File: src/rtl/symmetric_complex_fir_assert.svh
// ----------------------------------------------------------------------------
// Assertion macros for the symmetric complex FIR
// Same-cycle and next-cycle implication checks. Defining NO_ASSERTIONS turns
// every use into empty text.
// ----------------------------------------------------------------------------
`ifndef SYMMETRIC_COMPLEX_FIR_ASSERT_SVH
`define SYMMETRIC_COMPLEX_FIR_ASSERT_SVH
`ifndef NO_ASSERTIONS
`define SFIR_ASSERT_SAME(label, clk, rst, cond, conseq, msg) \
   label: assert property (@(posedge clk) disable iff (rst) (cond) |-> (conseq)) \
      else $error(msg);
`define SFIR_ASSERT_NEXT(label, clk, rst, cond, conseq, msg) \
   label: assert property (@(posedge clk) disable iff (rst) (cond) |=> (conseq)) \
      else $error(msg);
`else
`define SFIR_ASSERT_SAME(label, clk, rst, cond, conseq, msg)
`define SFIR_ASSERT_NEXT(label, clk, rst, cond, conseq, msg)
`endif
`endif

File: src/rtl/sfir_pkg.sv
// ----------------------------------------------------------------------------
// Symmetric complex FIR package
// Sizes, word types and control groups shared by the filter cells and MACs.
// ----------------------------------------------------------------------------
package sfir_pkg;

   // Odd span: the centre sits one past the lower half of the delay line.
   localparam int TAP_SPAN   = 63;
   localparam int HALF_SPAN  = TAP_SPAN / 2;
   localparam int STEP_W     = $clog2(HALF_SPAN);
   localparam int SAMPLE_W   = 16;
   localparam int COEF_W     = 16;
   localparam int COEF_IDX_W = 5;
   localparam int FRAC_SHIFT = 15;
   localparam int PAIR_W     = SAMPLE_W + 1;
   localparam int PROD_W     = COEF_W + PAIR_W;
   // Only accumulator bits FRAC_SHIFT and up to the output width matter.
   localparam int ACC_W      = FRAC_SHIFT + SAMPLE_W;

   localparam logic ACTION_FILTER = 1'b0;
   localparam logic ACTION_COEF   = 1'b1;

   typedef struct packed {
      logic signed [SAMPLE_W-1:0] re;
      logic signed [SAMPLE_W-1:0] im;
   } sample_type;

   typedef struct packed {
      logic shift;
      logic rotate;
   } cell_ctrl_type;

   typedef struct packed {
      logic write;
      logic rotate;
   } coef_ctrl_type;

   typedef struct packed {
      logic run;
      logic first;
      logic use_tap;
   } mac_ctrl_type;

endpackage

File: src/rtl/sfir_cell.sv
// ----------------------------------------------------------------------------
// Delay line cell
// Holds one complex sample. Takes its neighbor's sample on a shift, or the
// ring neighbor's sample while the ring rotates past the MAC taps.
// ----------------------------------------------------------------------------
module sfir_cell (
   input  logic                   clock,
   input  logic                   reset,
   input  sfir_pkg::cell_ctrl_type ctrl,
   input  sfir_pkg::sample_type   shift_in,
   input  sfir_pkg::sample_type   rot_in,
   output sfir_pkg::sample_type   data_out
);
   import sfir_pkg::*;

   sample_type data_ff;
   sample_type data_in;

   always_comb begin
      priority if (ctrl.shift) begin
         data_in = shift_in;
      end else if (ctrl.rotate) begin
         data_in = rot_in;
      end else begin
         data_in = data_ff;
      end
   end

   always_ff @(posedge clock) begin
      if (reset) begin
         data_ff <= '0;
      end else begin
         data_ff <= data_in;
      end
   end

   assign data_out = data_ff;

endmodule

File: config.mk
export PLATFORM = sky130hd
export DESIGN_NAME = sfir_cell
export DESIGN_NICKNAME = d
export VERILOG_FILES = /design/src/rtl/symmetric_complex_fir_assert.svh /design/src/rtl/sfir_pkg.sv /design/src/rtl/sfir_cell.sv
export SDC_FILE = /design/constraint.sdc
export NUM_CORES = 1
export LEC_CHECK = 0
export BUFFER_PORTS_ARGS = -buffer_cell sky130_fd_sc_hd__buf_4
export CAP_MARGIN = 5
export CORE_MARGIN = 4
export CORE_UTILIZATION = 35
export CTS_CLUSTER_SIZE = 8
export DETAILED_ROUTE_END_ITERATION = 10
export GPL_TIMING_DRIVEN = 0
export PLACE_DENSITY = 0.77
export SYNTH_ARGS = -nofsm -noshare
export SYNTH_HDL_FRONTEND = slang
export SYNTH_SLANG_ARGS = --single-unit
File: constraint.sdc
create_clock -name clock -period 0.9 [get_ports clock]
set_input_delay 0.27 -clock clock [delete_from_list [all_inputs] [get_ports clock]]
set_output_delay 0.27 -clock clock [all_outputs]
set_load 0.02 [all_outputs]
==> impl_metrics.tcl <==
set metrics [dict create \
    num_rows 23 \
    crit_path_top_delay_cell "dfxtp_2" \
    clk_latency_ns 0.28 \
    holdBufCountCts 0 \
    power_density_mw_per_mm2 1430 \
    hold-worst-slack_ns 0.179 \
    port_buffers 98 \
    start_util 0.370 \
    maxCapViolations 0 \
    n_fill_cell 368 \
    final.setup_skew_ns 0 \
    cp_top_family "flip-flops" \
    fin_util 0.639 \
    grt_pass1_vias 1557 \
    hp-class "in -> reg" \
    firstDrtPassIters 4 \
    tns_ns -3.07 \
    synth_cells 142 \
    slew_viol_final 0 \
    grt_pass1_wl_um 6820 \
    grt_max_degree 11 \
    num_vias 1468 \
    clock_sink_count 32 \
    hold_viol_final 0 \
    drt-vias-per-instance 4.83 \
    synth_edf_count 0 \
    path_clk_slew_ns 0.07 \
    synth_common_cells "a211oi_1, dfxtp_1, mux2i_1, nor2b_1, clkbuf_1" \
    drc 0 \
    p_leak_nw 1.22 \
    fin_crit_sh 1.13 \
    syn-cell-area_mm2 0.00151 \
    largest_reg_flops 32 \
    synth_largest_area_cell "dfxtp_1" \
    yosysWarnings 0 \
    max-clock-path-buffers 2 \
    violations "negative setup slack" \
    cts_htree_levels 2 \
    path_cells "buf_6" \
    crit_buf_inv 1 \
    die_area_mm2 0.00543 \
    synth.area.top_cells "dfxtp_1, mux2i_1, a211oi_1" \
    top_usage_layer "met2" \
    core_mm2 0.00409 \
    antenna_cells 0 \
    ioPinCount 100 \
    status "complete, but fails checks" \
    avgSynthCellArea_um2 10.6 \
    root_buffer "clkbuf_8" \
    synth_seq_area_share 0.424 \
    yosysUniqueCellTypes 8 \
    drive_gt1_frac 0.598 \
    ant_nets 0 \
    die_y_um 73.7 \
    synthToLayoutAreaGrowth_pct 72.9 \
    wire_per_inst_um 14.6 \
    wl_um 4440 \
    grt_use_met1 0.180 \
    ys_ff_latch 32 \
    fin_nets 321 \
    syn_nets 210 \
    hpwl_um 3200 \
    path_max_fanout 2 \
    relSlewSlack 0.681 \
    postSynth.asyncResetShare 0 \
    use_met3 0.0807 \
    cpPeakStageDelay_ns 0.35 \
    synth_top_flop_cell "dfxtp_1" \
    max_freq_mhz 986 \
    period_needed_ns 1.01 \
    cp.arrival_ns 0.74 \
    cts_inserted_buffers 5 \
    final.setup.worst_slack_ns -0.115 \
    place_ws_ns -0.371 \
    met2_usage 0.271 \
    finalSetupViolCount 32 \
    worstSetupPathType "reg -> out" \
    globalplace.congestion 0.652 \
    worstPathRequired_ns 0.63 \
    synth_top_area_share 0.424 \
    grt_antenna_before_repair 0 \
    grt_util_all_layers 0.163 \
    die_w_um 73.7 \
    grt_setup_unrepaired "true" \
    drt_iter0_drc 35 \
    tightest_slew_ns 0.478 \
    critPathLaunchType "flop" \
    ir_worst_vdd_mv 0.834 \
    grt-ovfl-total 0 \
    end_kind "primary output" \
    cts_tree "yes" \
]
## cell type report
class | instances | area, um^2 | share of cell area
Clock buffer | 6 | 82.6 | 0.0316
Multi-Input combinational cell | 96 | 761 | 0.291
Sequential cell | 32 | 681 | 0.261
Tap cell | 50 | 62.6 | 0.0240
Inverter | 1 | 3.75 | 0.00144
Clock inverter | 2 | 10.0 | 0.00383
Buffer | 13 | 110 | 0.0422
Timing Repair Buffer | 104 | 901 | 0.345
## power by group
| part | internal [mW] | leakage, nW | switching (mW) | total (mW) |
|---|---|---|---|---|
| sequential | 1.55 | 0.275 | 0.0747 | 1.62 |
| combinational | 0.584 | 0.899 | 0.410 | 0.994 |
| clock | 0.609 | 0.0510 | 0.508 | 1.12 |
| total | 2.74 | 1.22 | 0.993 | 3.74 |
## stage by stage
stage               cells  power (mW)  instance area [um^2]
floorplan             142        2.05                  1510
finish                304        3.74                  2610
global route          304        3.91                  2610
global placement      290        2.50                  2310
detailed placement    290        2.51                  2310
CTS                   299        3.75                  2570
## cell usage in the layout, fill, tap and decap left out, drive strengths merged
cell and n:
buf 108, mux2i 32, nor2b 32, a211oi 32, dfxtp 32, clkbuf 15
clkinv 2, inv 1
## worst paths after layout
check / startpoint / endpoint / slack [ns] / cells after the start
setup / recovery: data_out[31] / data_out[31] / -0.11 / 1
setup reg to reg: data_out[16] / data_out[16] / 0.09 / 3
hold / removal: reset / data_out[29] / 0.18 / 2
hold reg to reg: data_out[9] / data_out[9] / 0.56 / 2
## cells by family after synthesis
kind of cell    after synthesis  share of synthesized area
mux                          32                      0.212
simple gates                 32                      0.133
buf+inv                      14                     0.0721
flops                        32                      0.424
compound gates               32                      0.159
## per-layer routing
metal  up-vias  part of all wire
met3         9              0.12
met5         -                 0
met2        67              0.48
met4         0             0.017
li1        734                 -
met1       658              0.39
## what timing repair did
action	4_1_cts	5_1_grt
setup buffers	1	5
resized for setup	67	2
endpoints found under the setup margin	62	34
Power figures use the tool's default switching activity.
