==> config.mk <==
export PLATFORM = sky130hd
export DESIGN_NAME = sfir_coef_cell
export DESIGN_NICKNAME = d
export VERILOG_FILES = /design/src/rtl/symmetric_complex_fir_assert.svh /design/src/rtl/sfir_pkg.sv /design/src/rtl/sfir_coef_cell.sv
export SDC_FILE = /design/constraint.sdc
export NUM_CORES = 1
export LEC_CHECK = 0
export BUFFER_PORTS_ARGS = -buffer_cell sky130_fd_sc_hd__clkbuf_2
export CELL_PAD_IN_SITES_DETAIL_PLACEMENT = 0
export CELL_PAD_IN_SITES_GLOBAL_PLACEMENT = 2
export CORE_MARGIN = 5
export CORE_UTILIZATION = 23
export DETAILED_ROUTE_END_ITERATION = 6
export PLACE_DENSITY_LB_ADDON = 0.08
export REMOVE_ABC_BUFFERS = 1
export SKIP_CTS_REPAIR_TIMING = 1
export SYNTH_ARGS = -nofsm -noshare
export SYNTH_HDL_FRONTEND = slang
export SYNTH_SLANG_ARGS = --single-unit
==> constraint.sdc <==
create_clock -name clock -period 1.1 [get_ports clock]
set_clock_uncertainty 0.1 [all_clocks]
set_input_delay 0.22 -clock clock [delete_from_list [all_inputs] [get_ports clock]]
set_output_delay 0.22 -clock clock [all_outputs]
set_load 0.1 [all_outputs]
==> src/rtl/symmetric_complex_fir_assert.svh <==
// ----------------------------------------------------------------------------
// Assertion macros for the symmetric complex FIR
// Same-cycle and next-cycle implication checks. Defining NO_ASSERTIONS turns
// every use into empty text.
// ----------------------------------------------------------------------------
`ifndef SYMMETRIC_COMPLEX_FIR_ASSERT_SVH
`define SYMMETRIC_COMPLEX_FIR_ASSERT_SVH
`ifndef NO_ASSERTIONS
`define SFIR_ASSERT_SAME(label, clk, rst, cond, conseq, msg) \
   label: assert property (@(posedge clk) disable iff (rst) (cond) |-> (conseq)) \
      else $error(msg);
`define SFIR_ASSERT_NEXT(label, clk, rst, cond, conseq, msg) \
   label: assert property (@(posedge clk) disable iff (rst) (cond) |=> (conseq)) \
      else $error(msg);
`else
`define SFIR_ASSERT_SAME(label, clk, rst, cond, conseq, msg)
`define SFIR_ASSERT_NEXT(label, clk, rst, cond, conseq, msg)
`endif
`endif

==> src/rtl/sfir_pkg.sv <==
// ----------------------------------------------------------------------------
// Symmetric complex FIR package
// Sizes, word types and control groups shared by the filter cells and MACs.
// ----------------------------------------------------------------------------
package sfir_pkg;

   // Odd span: the centre sits one past the lower half of the delay line.
   localparam int TAP_SPAN   = 63;
   localparam int HALF_SPAN  = TAP_SPAN / 2;
   localparam int STEP_W     = $clog2(HALF_SPAN);
   localparam int SAMPLE_W   = 16;
   localparam int COEF_W     = 16;
   localparam int COEF_IDX_W = 5;
   localparam int FRAC_SHIFT = 15;
   localparam int PAIR_W     = SAMPLE_W + 1;
   localparam int PROD_W     = COEF_W + PAIR_W;
   // Only accumulator bits FRAC_SHIFT and up to the output width matter.
   localparam int ACC_W      = FRAC_SHIFT + SAMPLE_W;

   localparam logic ACTION_FILTER = 1'b0;
   localparam logic ACTION_COEF   = 1'b1;

   typedef struct packed {
      logic signed [SAMPLE_W-1:0] re;
      logic signed [SAMPLE_W-1:0] im;
   } sample_type;

   typedef struct packed {
      logic shift;
      logic rotate;
   } cell_ctrl_type;

   typedef struct packed {
      logic write;
      logic rotate;
   } coef_ctrl_type;

   typedef struct packed {
      logic run;
      logic first;
      logic use_tap;
   } mac_ctrl_type;

endpackage

==> src/rtl/sfir_coef_cell.sv <==
// ----------------------------------------------------------------------------
// Coefficient cell
// Holds one coefficient of the ring. Loaded by a coefficient write, passed to
// its neighbor while the ring rotates.
// ----------------------------------------------------------------------------
module sfir_coef_cell (
   input  logic                             clock,
   input  logic                             reset,
   input  sfir_pkg::coef_ctrl_type          ctrl,
   input  logic signed [sfir_pkg::COEF_W-1:0] wr_data,
   input  logic signed [sfir_pkg::COEF_W-1:0] rot_in,
   output logic signed [sfir_pkg::COEF_W-1:0] data_out
);
   import sfir_pkg::*;

   logic signed [COEF_W-1:0] coef_ff;
   logic signed [COEF_W-1:0] coef_in;

   always_comb begin
      priority if (ctrl.write) begin
         coef_in = wr_data;
      end else if (ctrl.rotate) begin
         coef_in = rot_in;
      end else begin
         coef_in = coef_ff;
      end
   end

   always_ff @(posedge clock) begin
      if (reset) begin
         coef_ff <= '0;
      end else begin
         coef_ff <= coef_in;
      end
   end

   assign data_out = coef_ff;

endmodule

==> run summary <==
The run finished, with violations left. The final reports fail on setup timing. During I/O placement, the number of pins put on the boundary was 52. 0 antenna diodes ended up in the layout. The buffer and inverter count on the worst path was 1. The placed wire-length estimate is 1.69 mm.

The least setup slack across all paths after layout is -65.5 ps. The smallest clock period supported by the final layout is computed as 1170 ps. The starting utilization of the core area came out at 0.240. The final setup violation count is 16, and the die boundary width is 69.2 um. The cell at the slowest stage of the critical path is sky130_fd_sc_hd__dfxtp_4. The met3 usage in global routing came out at 0.0290. Leaving out fill and tap cells, the most frequent cell in the layout is sky130_fd_sc_hd__clkbuf_2.

Among cell families on the critical path, the largest total delay comes from flip-flops. Counting the fill cells in the layout gives 369. Initial antenna violation count: 0. The final route contains 702 vias. The routed wirelength normalized by instance count works out to 12.9 um.

The tools report the Yosys warning count as 0. The number of levels the H-tree was split into is 1, and the total standard cell area after synthesis is 806 um^2. The site row count is 21, and the mux share of post-synthesis cell area is 0.199. The end-of-flow core utilization was 0.421; the clock slew at the register clock pins of the worst setup and hold paths was 110 ps. No sink is reached through more buffers than the 2 on the longest clock path. Complex-gate fraction of the synthesized area: 0.211. The category of the most critical setup path is reg -> out. Global routing finished with a remaining overflow of 0.

The power density normalized to cell area was 1290 nW/um^2. Number of clock sinks seen by CTS: 16. The later pin in the worst-skew pair is clocked with a latency of 290 ps. The first detailed-routing pass ran for 2 iterations.

At the pin with the least slew margin, the transition time is 460 ps. The total area inside the core boundary comes to 3360 um^2. The path class of the tightest hold or removal check is in -> reg. The share of the synthesized netlist area taken by xor and xnor gates is 0. Max-cap violations in this run came to 0. The maximum fanout count along the critical path works out to 2. After detailed routing, the number of vias per cell comes to 4.11. The die boundary height came out at 69.2 um. The number of different library cells used by synthesis comes to 12. The area growth from synthesis to layout is 75.8%. Setup repair after global routing could not meet its margin everywhere. The worst path required time is 780 ps, and the max-slew violation total from the final report is 0. Global-route layer with the greatest usage: met2. The die outline area is 4790 um^2, and the global-route met1 utilization is 0.129. The detail route stage leaves a number of antenna-violating nets equal to 0.

The congestion estimate from routability-driven global placement came to 0.627. Post-synthesis instance total: 71. Final layout net count: 162. The nature of the critical path startpoint is a flop. In this run, synthesis produced a sequential element count of 16. The count of routing violations after the opening detailed-route iteration is 11, and the placement-stage worst setup slack is 14.2 ps.

The number of hold violations in the final report came out at 0. The largest single stage delay on the critical path is 380 ps. Cell at the root of the clock tree: sky130_fd_sc_hd__clkbuf_4. For the worst hold slack, the log shows 80.4 ps. The average size of a mapped cell works out to 11.3 um^2.

The static leakage is 0.635 nW. The register with the most flip-flops in the layout has 16 of them. Buffers inserted during clock tree synthesis total 3. The total track usage came out at 0.102. For the sequential element share of the synthesized area, the log shows 0.398.

The critical path goes through buf_12. For this run, design rule violations remaining after detail routing come to 0. After routing, the total negative slack on setup checks comes to -852 ps. The ratio of cells with drive above 1 in the final layout is 0.688.

The adder-cell area share of the yosys netlist is 0. The run gives 17 as the pin count of the biggest net entering global routing. Worst endpoint data arrival time: 850 ps.

Total power: 1.82 mW. The main combinational cell family by area after synthesis is compound AO/OA/AOI/OAI gates. The number of buffers added on ports is 51, and the number of global-route vias before repair is 825. Remaining max-slew budget at the tightest pin: 0.694.

The tools report the peak ir drop on the vdd network as 0.000399 V. The synthesized-area fraction occupied by and/or/nand/nor cells came out at 0.124. The final worst-path cycle share is 1.06. The worst setup path is captured at an output port. Summed over all layers, the routed wires come to 2.21 mm. For the wire length of the first global-routing pass, the log shows 3.89 mm. Derived from the worst setup path, the maximum achievable clock frequency is 858 MHz. The global-route met2 utilization came out at 0.156. TritonCTS built the clock tree. The top cell types in the final layout, fill and taps aside, are sky130_fd_sc_hd__clkbuf_2 (35), sky130_fd_sc_hd__buf_12 (17), sky130_fd_sc_hd__mux2i_1 (16), sky130_fd_sc_hd__nor2b_1 (16), sky130_fd_sc_hd__dfxtp_2 (15).
## final cells by class
cell class                      count  area, um^2  share of cell area
Multi-Input combinational cell     48         430               0.304
Clock buffer                        4        36.3              0.0256
Inverter                            1        3.75             0.00265
Timing Repair Buffer               56         546               0.385
Sequential cell                    16         343               0.242
Tap cell                           46        57.6              0.0406
## worst paths after layout
path	slack, ps	depth (start not counted)	to	start
worst max-delay path	-70	1	data_out[1]	data_out[1]
worst max register to register	250	2	data_out[14]	data_out[14]
worst min-delay path	80	3	data_out[14]	wr_data[14]
worst min register to register	480	2	data_out[15]	data_out[15]
## power by group
group	leakage (nW)	switching, mW	internal, mW
Combinational	0.477	0.442	0.295
Clock	0.0210	0.206	0.202
Sequential	0.138	0.0452	0.633
## per-layer routing
| metal | share of wire | wire length [um] | vias up |
|---|---|---|---|
| li1 | - | - | 364 |
| met1 | 0.45 | 1000 | 303 |
| met2 | 0.45 | 1000 | 31 |
| met3 | 0.071 | 156 | 4 |
| met4 | 0.020 | 45 | 0 |
| met5 | 0 | 0 | - |
## worst min-delay path, cell delays in order
cell                       delay, ps
sky130_fd_sc_hd__clkbuf_2         80
sky130_fd_sc_hd__nor2b_1          90
sky130_fd_sc_hd__a211oi_1         50
## metrics by stage
step	area (um^2)	instances
after floorplan	754	65
after global placement	1360	167
after detailed placement	1360	167
after CTS	1390	171
after global routing	1420	171
final	1420	171
## synthesized netlist by cell type (all sizes together)
cell type   n  share of area
dfxtp      16           0.40
a211oi     16           0.21
clkbuf      1         0.0047
nor2b      16           0.12
buf         5          0.059
inv         1         0.0047
mux2i      16           0.20
## kinds of logic after synthesis
group,Yosys count
buf+inv,7
simple gates,16
compound gates,16
flops,16
mux,16
Power figures use the tool's default switching activity.
