[config.mk]
export PLATFORM = sky130hd
export DESIGN_NAME = sfir_mac
export DESIGN_NICKNAME = d
export VERILOG_FILES = /design/src/rtl/symmetric_complex_fir_assert.svh /design/src/rtl/sfir_pkg.sv /design/src/rtl/sfir_mac.sv
export SDC_FILE = /design/constraint.sdc
export NUM_CORES = 1
export LEC_CHECK = 0
export ABC_AREA = 1
export BUFFER_PORTS_ARGS = -buffer_cell sky130_fd_sc_hd__buf_2
export CORE_MARGIN = 3
export CORE_UTILIZATION = 40
export CTS_BUF_LIST = sky130_fd_sc_hd__clkbuf_8 sky130_fd_sc_hd__clkbuf_16
export DETAILED_ROUTE_END_ITERATION = 10
export PLACE_DENSITY = 0.61
export SKIP_LAST_GASP = 1
export SYNTH_ARGS = -nofsm -noshare
export SYNTH_HDL_FRONTEND = slang
export SYNTH_SLANG_ARGS = --single-unit
export TNS_END_PERCENT = 20
[constraint.sdc]
create_clock -name clock -period 7.65 [get_ports clock]
set_input_delay 0 -clock clock [delete_from_list [all_inputs] [get_ports clock]]
set_output_delay 0 -clock clock [all_outputs]
set_load 0.01 [all_outputs]
[src/rtl/symmetric_complex_fir_assert.svh]
// ----------------------------------------------------------------------------
// Assertion macros for the symmetric complex FIR
// Same-cycle and next-cycle implication checks. Defining NO_ASSERTIONS turns
// every use into empty text.
// ----------------------------------------------------------------------------
`ifndef SYMMETRIC_COMPLEX_FIR_ASSERT_SVH
`define SYMMETRIC_COMPLEX_FIR_ASSERT_SVH
`ifndef NO_ASSERTIONS
`define SFIR_ASSERT_SAME(label, clk, rst, cond, conseq, msg) \
   label: assert property (@(posedge clk) disable iff (rst) (cond) |-> (conseq)) \
      else $error(msg);
`define SFIR_ASSERT_NEXT(label, clk, rst, cond, conseq, msg) \
   label: assert property (@(posedge clk) disable iff (rst) (cond) |=> (conseq)) \
      else $error(msg);
`else
`define SFIR_ASSERT_SAME(label, clk, rst, cond, conseq, msg)
`define SFIR_ASSERT_NEXT(label, clk, rst, cond, conseq, msg)
`endif
`endif

[src/rtl/sfir_pkg.sv]
// ----------------------------------------------------------------------------
// Symmetric complex FIR package
// Sizes, word types and control groups shared by the filter cells and MACs.
// ----------------------------------------------------------------------------
package sfir_pkg;

   // Odd span: the centre sits one past the lower half of the delay line.
   localparam int TAP_SPAN   = 63;
   localparam int HALF_SPAN  = TAP_SPAN / 2;
   localparam int STEP_W     = $clog2(HALF_SPAN);
   localparam int SAMPLE_W   = 16;
   localparam int COEF_W     = 16;
   localparam int COEF_IDX_W = 5;
   localparam int FRAC_SHIFT = 15;
   localparam int PAIR_W     = SAMPLE_W + 1;
   localparam int PROD_W     = COEF_W + PAIR_W;
   // Only accumulator bits FRAC_SHIFT and up to the output width matter.
   localparam int ACC_W      = FRAC_SHIFT + SAMPLE_W;

   localparam logic ACTION_FILTER = 1'b0;
   localparam logic ACTION_COEF   = 1'b1;

   typedef struct packed {
      logic signed [SAMPLE_W-1:0] re;
      logic signed [SAMPLE_W-1:0] im;
   } sample_type;

   typedef struct packed {
      logic shift;
      logic rotate;
   } cell_ctrl_type;

   typedef struct packed {
      logic write;
      logic rotate;
   } coef_ctrl_type;

   typedef struct packed {
      logic run;
      logic first;
      logic use_tap;
   } mac_ctrl_type;

endpackage

[src/rtl/sfir_mac.sv]
// ----------------------------------------------------------------------------
// Folded multiply-accumulate lane
// One step per cycle while run is high: coefficient times the symmetric
// pair (or centre sample on the first step), registered, then accumulated.
// ----------------------------------------------------------------------------
module sfir_mac (
   input  logic                               clock,
   input  sfir_pkg::mac_ctrl_type             ctrl,
   input  logic signed [sfir_pkg::COEF_W-1:0]   coef,
   input  logic signed [sfir_pkg::SAMPLE_W-1:0] centre,
   input  logic signed [sfir_pkg::SAMPLE_W-1:0] lower,
   input  logic signed [sfir_pkg::SAMPLE_W-1:0] upper,
   output logic signed [sfir_pkg::SAMPLE_W-1:0] result
);
   import sfir_pkg::*;

   logic signed [PAIR_W-1:0] pair;
   logic signed [PROD_W-1:0] product;
   logic signed [ACC_W-1:0]  prod_ff;
   logic signed [ACC_W-1:0]  prod_in;
   logic signed [ACC_W-1:0]  acc_ff;
   logic signed [ACC_W-1:0]  acc_in;
   logic signed [ACC_W-1:0]  total;

   always_comb begin
      if (ctrl.first) begin
         pair = {centre[SAMPLE_W-1], centre};
      end else begin
         pair = {lower[SAMPLE_W-1], lower} + {upper[SAMPLE_W-1], upper};
      end
      product = coef * pair;
      // The accumulator wraps: bits above the output field never reach it.
      prod_in = ctrl.use_tap ? signed'(product[ACC_W-1:0]) : '0;
      acc_in  = ctrl.first ? '0 : acc_ff + prod_ff;
      total   = acc_ff + prod_ff;
   end

   always_ff @(posedge clock) begin
      if (ctrl.run) begin
         prod_ff <= prod_in;
         acc_ff  <= acc_in;
      end
   end

   assign result = total[ACC_W-1:FRAC_SHIFT];

endmodule

==> qor.txt, run 1 <==
Area growth syn-to-layout - 7.85%
IO Pins - 84
Die area - 40400 µm²
Final GP Congestion - 0.886
DRC Markers - 0
Largest cells by area after synthesis - fa_1 (34%), edfxtp_1 (12%), inv_1 (11%), ha_1 (11%), nand2_1 (8.7%)
CTS Hold Bufs - 0
Pins Over Slew Limit - 0
1st-iter DRT viols - 698
Clock sinks - 62
First-pass GRT wire length - 67000 µm
Count of cell types in the netlist - 53
DR WL/cell - 16.1 µm
Post-Layout Inst Area - 16400 µm²
Core footprint - 37000 µm²
Starting Density - 41.0%
Post-Place Cell Area - 16000 µm²
CTS tree - yes
Clock Path Buffers - 2
Most common cell in the netlist - inv_1
Synth Instances - 1922
Mapped Area - 15200 µm²
Crit start category - input pin
CP endpoint kind - flip-flop
Slowest CP cell - fa_1
Gr ovfl total - 0
Final Skew - 6.23 ps
Clock root buffer master - clkbuf_16
Inserted Clock Buffers - 9
Crit-path max FO - 10
CTS resizes - 0
Largest area contributor in the netlist - fa_1
Min-Delay Path Class - in -> reg
Drt total wl - 40000 µm
Syn_nets - 2379
DP HPWL - 34400 µm
H-tree depth - 3
Number of inserted diodes - 0
Initial antenna violation count - 0
Drt pass-1 iters - 5
Final min period - 7040 ps
Port bufs - 83
Unrepaired setup endpoints after global routing - no
Number of synthesized flops with an enable pin - 62
Total of max-cap violations - 0
Die W - 201 µm
Fin nets - 2430
Reg clk slew, reported paths - 60 ps
Ys async rst share - 0%
Die Height - 201 µm
Layout cell share with drive strength beyond 1 - 9.05%
Yosys top cell area share - 34.2%
Seq/Total Area, Yosys - 12.2%
Final TNS setup - 0 ps
Synth warnings - 0
FF+latch count, synth - 62
Vias per cell - 4.91
Final Hold Vio Count - 0
Fmax - 0.142 GHz
GRT Overall Usage - 20.5%
Final setup fails - 0
Number of global-route vias before repair - 13200
FP Rows - 70
Fin Hold WS - 272 ps
Most common cell on crit path - nand2_1
Setup repair bufs after CTS - 0
Status - complete, no violations
Pin count of the biggest net entering global routing - 63
Critical path arrival - 7120 ps
Crit-path leading delay family - adder cells
Via count - 12200
Fin crit share - 92.1%
Fillers - 3705
Worst EP required - 7730 ps
Worst Path Buf+Inv - 9
Slew at the pin closest to its max-slew limit - 794 ps
Relative slew slack - 46.9%
Synthesized area per cell - 7.91 µm²
Routed Antenna Nets - 0
Synth top cells by count - inv_1 (455), nand2_1 (354), fa_1 (260)
Utilization after layout - 44.2%
WS Path Type - in -> reg
Ys flop type - edfxtp_1
Clk_lat worst skew - 330 ps
CP max stage delay - 540 ps
-- cell type report --
type	count	area, µm²	share of cell area, %
Tap cell	504	631	3.85
Timing Repair Buffer	97	520	3.18
Clock inverter	7	123	0.748
Clock buffer	9	225	1.37
Inverter	470	1770	10.8
Sequential cell	62	1860	11.4
Multi-Input combinational cell	1333	11300	68.7
-- kinds of logic (layout without fill, tap and decap cells) --
family,count (synthesis),count (layout),synth area share [%]
buffers and inverters,527,583,13.6
AO/OA/AOI/OAI,229,229,8.78
adder cells (fa/ha/maj),389,389,44.9
AND/OR/NAND/NOR,684,684,18.6
flip-flops,62,62,12.2
XOR/XNOR,31,31,1.84
-- final timing paths --
kind	start	depth (start not counted)	slack, ps	end
worst min register to register	acc_ff[0]	3	660	acc_ff[0]
worst min-delay path	ctrl[1]	3	270	acc_ff[15]
worst max-delay path	lower[0]	37	610	prod_ff[19]
worst max register to register	prod_ff[12]	9	5240	acc_ff[27]
-- sequential cells by signal, indices dropped and copies added (netlist names) --
signal,flops
prod_ff,31
acc_ff,31
-- tightest hold or removal path: stages --
cell,delay (ps)
buf_2,100
buf_4,240
nor2_1,130
-- layout by cell type, fill, tap and decap left out, types with 11 or more instances in the layout --
cell / instances
a21oi_1: 108
buf_2: 83
buf_4: 14
edfxtp_1: 62
fa_1: 260
ha_1: 129
inv_1: 455
inv_2: 11
nand2_1: 354
nand3_1: 52
nor2_1: 208
o21ai_0: 51
o21bai_1: 11
or2_2: 23
xnor2_1: 11
xor2_1: 19
-- through the flow --
stage          setup WS [ps]  instances
3_3_place_gp             255       2466
4_1_cts                  612       2482
2_1_floorplan           1310       1922
5_1_grt                 79.6       2482
6_report                 607       2482
3_5_place_dp             266       2466
-- routing by layer --
layer  vias up  share of wire (%)  track usage (%)
li1       5917                  -                -
met1      5901                 44             26.7
met2       309                 48             36.0
met3        68                4.9             2.30
met4         0                2.9             5.85
met5         -                  0                0
Power of run 1 is not shown: default switching activity piles up to over one toggle a cycle in this logic, so the estimate is an artifact.
==> run 2, diff against run 1 <==
--- a/config.mk
+++ b/config.mk
@@ -6,6 +6,7 @@
 export NUM_CORES = 1
 export LEC_CHECK = 0
 export ABC_AREA = 1
+export ABC_CLOCK_PERIOD_IN_PS = 6500
 export BUFFER_PORTS_ARGS = -buffer_cell sky130_fd_sc_hd__buf_2
 export CORE_MARGIN = 3
 export CORE_UTILIZATION = 40
@@ -13,6 +14,7 @@
 export DETAILED_ROUTE_END_ITERATION = 10
 export PLACE_DENSITY = 0.61
 export SKIP_LAST_GASP = 1
+export SLEW_MARGIN = 20
 export SYNTH_ARGS = -nofsm -noshare
 export SYNTH_HDL_FRONTEND = slang
 export SYNTH_SLANG_ARGS = --single-unit
==> constraint.sdc (replaced) <==
create_clock -name clock -period 6.5 [get_ports clock]
set_input_delay 0 -clock clock [delete_from_list [all_inputs] [get_ports clock]]
set_output_delay 0 -clock clock [all_outputs]
set_load 0.01 [all_outputs]
==> run 2 against run 1 <==
Net effect:
- first-iteration DRC count is 1.4% lower
- worst setup slack worse by 470 ps
- via count is 5.5% higher
- clock skew is 0.93 ps higher
- sequential share of layout area is 1.1 points lower
- routed wire length is 5.3% higher
- non-clock buffer count is 171 higher
- critical path depth is 3 higher
- core utilization is 4.7 points higher
- die area stayed put
- sequential cell count stayed put
==> qor.txt, run 2 (same netlist as run 1, synthesis figures left out) <==
Clk_lat worst skew - 330 ps (about the same)
Unrepaired setup endpoints after global routing - yes
IO Pins - 84 (unchanged)
Drt pass-1 iters - 7 (+2)
Fin crit share - 97.9%
Clock sinks - 62 (unchanged)
Crit start category - input pin
DP HPWL - 36000 µm (+4.8%)
Number of inserted diodes - 0 (unchanged)
Starting Density - 41.0% (unchanged)
FP Rows - 70 (unchanged)
Pre-CTS setup slack - -424 ps (-691 ps)
Initial antenna violation count - 0 (unchanged)
Slew at the pin closest to its max-slew limit - 777 ps (-17.0 ps)
Fin Hold WS - 250 ps (-21.7 ps)
Fmax - 0.157 GHz
Gr ovfl total - 0 (unchanged)
GRT Overall Usage - 21.3% (+0.80 points)
H-tree depth - 3 (unchanged)
Clock root buffer master - clkbuf_16
Via count - 12900 (+5.5%)
Final GP Congestion - 0.936 (+5.6%)
Clock Path Buffers - 2 (unchanged)
Min-Delay Path Class - in -> reg
DR WL/cell - 15.9 µm (-1.4%)
Slowest CP cell - fa_1
Final Skew - 7.16 ps (+0.932 ps)
Inserted Clock Buffers - 9 (unchanged)
CP endpoint kind - flip-flop
Final setup fails - 0 (unchanged)
Layout cell share with drive strength beyond 1 - 20.4% (+11 points)
Largest registers - acc_ff x31, prod_ff x31
Routed Antenna Nets - 0 (unchanged)
CTS tree - yes
Utilization after layout - 49.0% (+4.7 points)
Pins Over Slew Limit - 0 (unchanged)
Port bufs - 83 (unchanged)
Most frequent cells in the layout - inv_1 (449), nand2_1 (343), fa_1 (252)
Worst EP required - 6590 ps (-1140 ps)
Reg clk slew, reported paths - 60 ps (about the same)
Vias per cell - 4.85 (-1.3%)
Final Hold Vio Count - 0 (unchanged)
Pin count of the biggest net entering global routing - 63 (unchanged)
Worst setup margin - 140 ps (-467 ps)
Area growth syn-to-layout - 19.4%
Status - complete, no violations
1st-iter DRT viols - 688 (-1.4%)
DRC Markers - 0 (unchanged)
Die W - 201 µm (unchanged)
Crit-path max FO - 6 (-4)
Core footprint - 37000 µm² (unchanged)
Fin nets - 2601 (+7.0%)
WS Path Type - in -> reg
Most common cell after layout, fill and taps aside - inv_1
CP max stage delay - 540 ps (about the same)
Die Height - 201 µm (unchanged)
Final min period - 6360 ps
First-pass GRT wire length - 69500 µm (+3.8%)
Total of max-cap violations - 0 (unchanged)
Critical path arrival - 6450 ps (-670 ps)
Relative slew slack - 48.2% (+1.3 points)
Drt total wl - 42100 µm (+5.3%)
Die area - 40400 µm² (unchanged)
Number of global-route vias before repair - 13900 (+5.7%)
[run 2: cell types whose count changed in the layout (fill, tap and decap cells not counted), sizes merged]
cell,before,now
inv,467,466
buf,97,268
bufinv,3,1
clkinv,5,7
[run 2: what timing repair did]
action                     CTS  global route
setup endpoints to repair    4            18
setup buffers                1             3
resized for setup            6           109
hold buffers                 0             0
pin swaps                    6            51
[run 2: cell type report]
cell class                      instances  area (µm²)
Clock buffer                            9         225
Clock inverter                          6        63.8
Fill cell                            3672       18900
Inverter                              470        1770
Multi-Input combinational cell       1333       11700
Sequential cell                        62        1860
Tap cell                              504         631
Timing Repair Buffer                  268        1880
[run 2: per-stage QoR]
step / setup TNS (ps) / instances / instance area (µm²)
after floorplan: 0 / 1922 / 15200
after global placement: -3040 / 2633 / 17300
after detailed placement: -4150 / 2633 / 17300
after CTS: -12.3 / 2649 / 17700
after global routing: -1510 / 2652 / 18100
final: 0 / 2652 / 18100
[run 2: path summary, 6_finish.rpt]
kind | startpoint | end | slack [ps] | depth (start not counted)
worst max-delay path | upper[0] | prod_ff[30] | 140 | 40
worst min-delay path | ctrl[0] | prod_ff[3] | 250 | 3
worst max register to register | prod_ff[12] | acc_ff[22] | 4000 | 13
worst min register to register | acc_ff[0] | acc_ff[0] | 650 | 3
[run 2: metal layers]
metal	GRT usage [%]	vias to the layer above	share of wire, %
met2	38.4	332	50
li1	-	6262	-
met3	3.02	72	5.2
met5	0	-	0
met1	26.6	6199	42
met4	5.80	0	2.8
[run 2: worst max-delay path, delay by kind of cell]
family / cells / cell delay (ps)
AOI/OAI and AO/OA: 3 / 460
and+or+nand+nor: 19 / 1640
adders and majority gates: 9 / 3780
buffers and inverters: 9 / 570
Power of run 2 is left out for the same reason.
==> run 3, diff against run 2 <==
--- a/config.mk
+++ b/config.mk
@@ -6,13 +6,13 @@
 export NUM_CORES = 1
 export LEC_CHECK = 0
 export ABC_AREA = 1
-export ABC_CLOCK_PERIOD_IN_PS = 6500
+export ABC_CLOCK_PERIOD_IN_PS = 5780
 export BUFFER_PORTS_ARGS = -buffer_cell sky130_fd_sc_hd__buf_2
 export CORE_MARGIN = 3
 export CORE_UTILIZATION = 40
 export CTS_BUF_LIST = sky130_fd_sc_hd__clkbuf_8 sky130_fd_sc_hd__clkbuf_16
 export DETAILED_ROUTE_END_ITERATION = 10
-export PLACE_DENSITY = 0.61
+export PLACE_DENSITY = 0.63
 export SKIP_LAST_GASP = 1
 export SLEW_MARGIN = 20
 export SYNTH_ARGS = -nofsm -noshare
==> constraint.sdc (replaced) <==
create_clock -name clock -period 5.78 [get_ports clock]
set_input_delay 0 -clock clock [delete_from_list [all_inputs] [get_ports clock]]
set_output_delay 0 -clock clock [all_outputs]
set_load 0.01 [all_outputs]
==> run 3 against run 2 <==
Net effect:
- final cell count increased by 2.4%
- die area unchanged
- the run now ends with setup timing left
- sequential cell count unchanged
- critical path depth decreased by 3
- sequential share of layout area is 0.33 points lower
- global-route usage increased by 0.41 points
- highest routed layer unchanged
==> qor.txt, run 3 (same netlist as run 1, synthesis figures left out) <==
IO Pins - 84 (unchanged)
Fin crit share - 109%
Routed Antenna Nets - 0 (unchanged)
Port bufs - 83 (unchanged)
Utilization after layout - 50.6% (+1.6 points)
Die area - 40400 µm² (unchanged)
Die W - 201 µm (unchanged)
Layout cell share with drive strength beyond 1 - 23.3% (+2.9 points)
Most frequent cells in the layout - inv_1 (445), nand2_1 (331), fa_1 (254)
CTS tree - yes
Busiest layer in global routing - met2
Fmax - 0.159 GHz
Inserted Clock Buffers - 9 (unchanged)
1st-iter DRT viols - 848 (+23%)
Starting Density - 41.0% (unchanged)
DP Cell Count - 2687 (+2.1%)
CP max stage delay - 550 ps (about the same)
Final min period - 6290 ps
Largest registers - acc_ff x31, prod_ff x31
First-pass GRT wire length - 71500 µm (+2.9%)
Fin cells - 2716 (+2.4%)
Clock Path Buffers - 2 (unchanged)
Hold_sp - ctrl[0]
Violated checks - setup timing
Met1 Use GR - 28.0% (+1.4 points)
Most common cell on crit path - fa_1
Core footprint - 37000 µm² (unchanged)
FP Rows - 70 (unchanged)
Number of global-route vias before repair - 14400 (+3.6%)
Status - complete, but fails checks
Slew at the pin closest to its max-slew limit - 769 ps (-7.88 ps)
Area growth syn-to-layout - 23.4%
Final GP Congestion - 0.937 (+0.11%)
CP startpoint - upper[0]
Reg clk slew, reported paths - 60 ps (about the same)
Initial antenna violation count - 0 (unchanged)
H-tree depth - 3 (unchanged)
Clock root buffer master - clkbuf_16
Clk_lat worst skew - 330 ps (about the same)
GRT Overall Usage - 21.7% (+0.41 points)
Crit start category - input pin
Die Height - 201 µm (unchanged)
Drt total wl - 42200 µm (+0.12%)
Final setup fails - 20 (+20)
Via count - 13200 (+2.5%)
Setup slack, reg-to-reg - 3360 ps (-640 ps)
Final Hold Vio Count - 0 (unchanged)
Gr ovfl total - 0 (unchanged)
Relative slew slack - 48.7% (+0.53 points)
Worst EP required - 5870 ps (-720 ps)
Unrepaired setup endpoints after global routing - yes
Final Skew - 11.6 ps (+4.47 ps)
Worst setup margin - -510 ps (-650 ps)
DRC Markers - 0 (unchanged)
Pins Over Slew Limit - 0 (unchanged)
Clock sinks - 62 (unchanged)
Fin nets - 2664 (+2.4%)
CTS Hold Bufs - 0 (unchanged)
Vias per cell - 4.86 (about the same)
Min-Delay Path Class - in -> reg
Crit-path max FO - 5 (-1)
CP endpoint kind - flip-flop
Reg2reg start - prod_ff[7]
Total of max-cap violations - 0 (unchanged)
DR WL/cell - 15.5 µm (-2.2%)
Drt pass-1 iters - 5 (-2)
GR Util met2 - 38.2% (-0.16 points)
Pin count of the biggest net entering global routing - 63 (unchanged)
Critical path arrival - 6380 ps (-70 ps)
Most common cell after layout, fill and taps aside - inv_1
GR Layer Usage met3 - 2.87% (-0.15 points)
Number of inserted diodes - 0 (unchanged)
WS Path Type - in -> reg
DP HPWL - 36400 µm (+0.89%)
Slowest CP cell - fa_1
-- run 3: final timing paths --
| path | to | cells after the start |
|---|---|---|
| setup / recovery | prod_ff[30] | 37 |
| hold / removal | prod_ff[2] | 3 |
| setup reg to reg | acc_ff[24] | 12 |
| hold reg to reg | acc_ff[0] | 3 |
-- run 3: what timing repair did --
| item | 4_1_cts | 5_1_grt |
|---|---|---|
| pin swaps | 19 | 24 |
| endpoints found under the setup margin | 20 | 23 |
| buffers inserted | 6 | 6 |
| resized for setup | 44 | 43 |
| cloned | 1 | 0 |
-- run 3: final cells by class --
| class | count | area (µm²) |
|---|---|---|
| flip-flops and latches | 62 | 1860 |
| well taps | 504 | 631 |
| repair buffers | 330 | 2340 |
| inverters | 470 | 1780 |
| multi-input cells | 1333 | 11800 |
| clock inverters | 7 | 65.1 |
| repair inverters | 1 | 6.26 |
| clock buffers | 9 | 225 |
| fillers | 3589 | 18300 |
-- run 3: layer usage --
layer	up-vias	part of all wire, %	routed length, µm
met4	0	3.2	1350
met5	-	0	0
met2	362	48	20500
li1	6387	-	-
met1	6344	43	18200
met3	95	5.2	2210
-- run 3: per-stage QoR --
stage | setup TNS, ps | instance area, µm² | hold WS, ps | setup WS, ps
5_1_grt | -13990 | 18800 | 261 | -890
3_3_place_gp | -13320 | 18000 | 584 | -826
3_5_place_dp | -14960 | 18000 | 585 | -915
4_1_cts | -6040 | 18500 | 242 | -481
6_report | -6530 | 18800 | 254 | -510
2_1_floorplan | -2220 | 15500 | 112 | -273
-- run 3: critical path: cells and delay by family --
family / cells / cell delay (ps)
AOI/OAI and AO/OA: 3 / 440
adders and majority gates: 9 / 3680
buffers and inverters: 7 / 500
and+or+nand+nor: 18 / 1720
Power of run 3 is left out for the same reason.
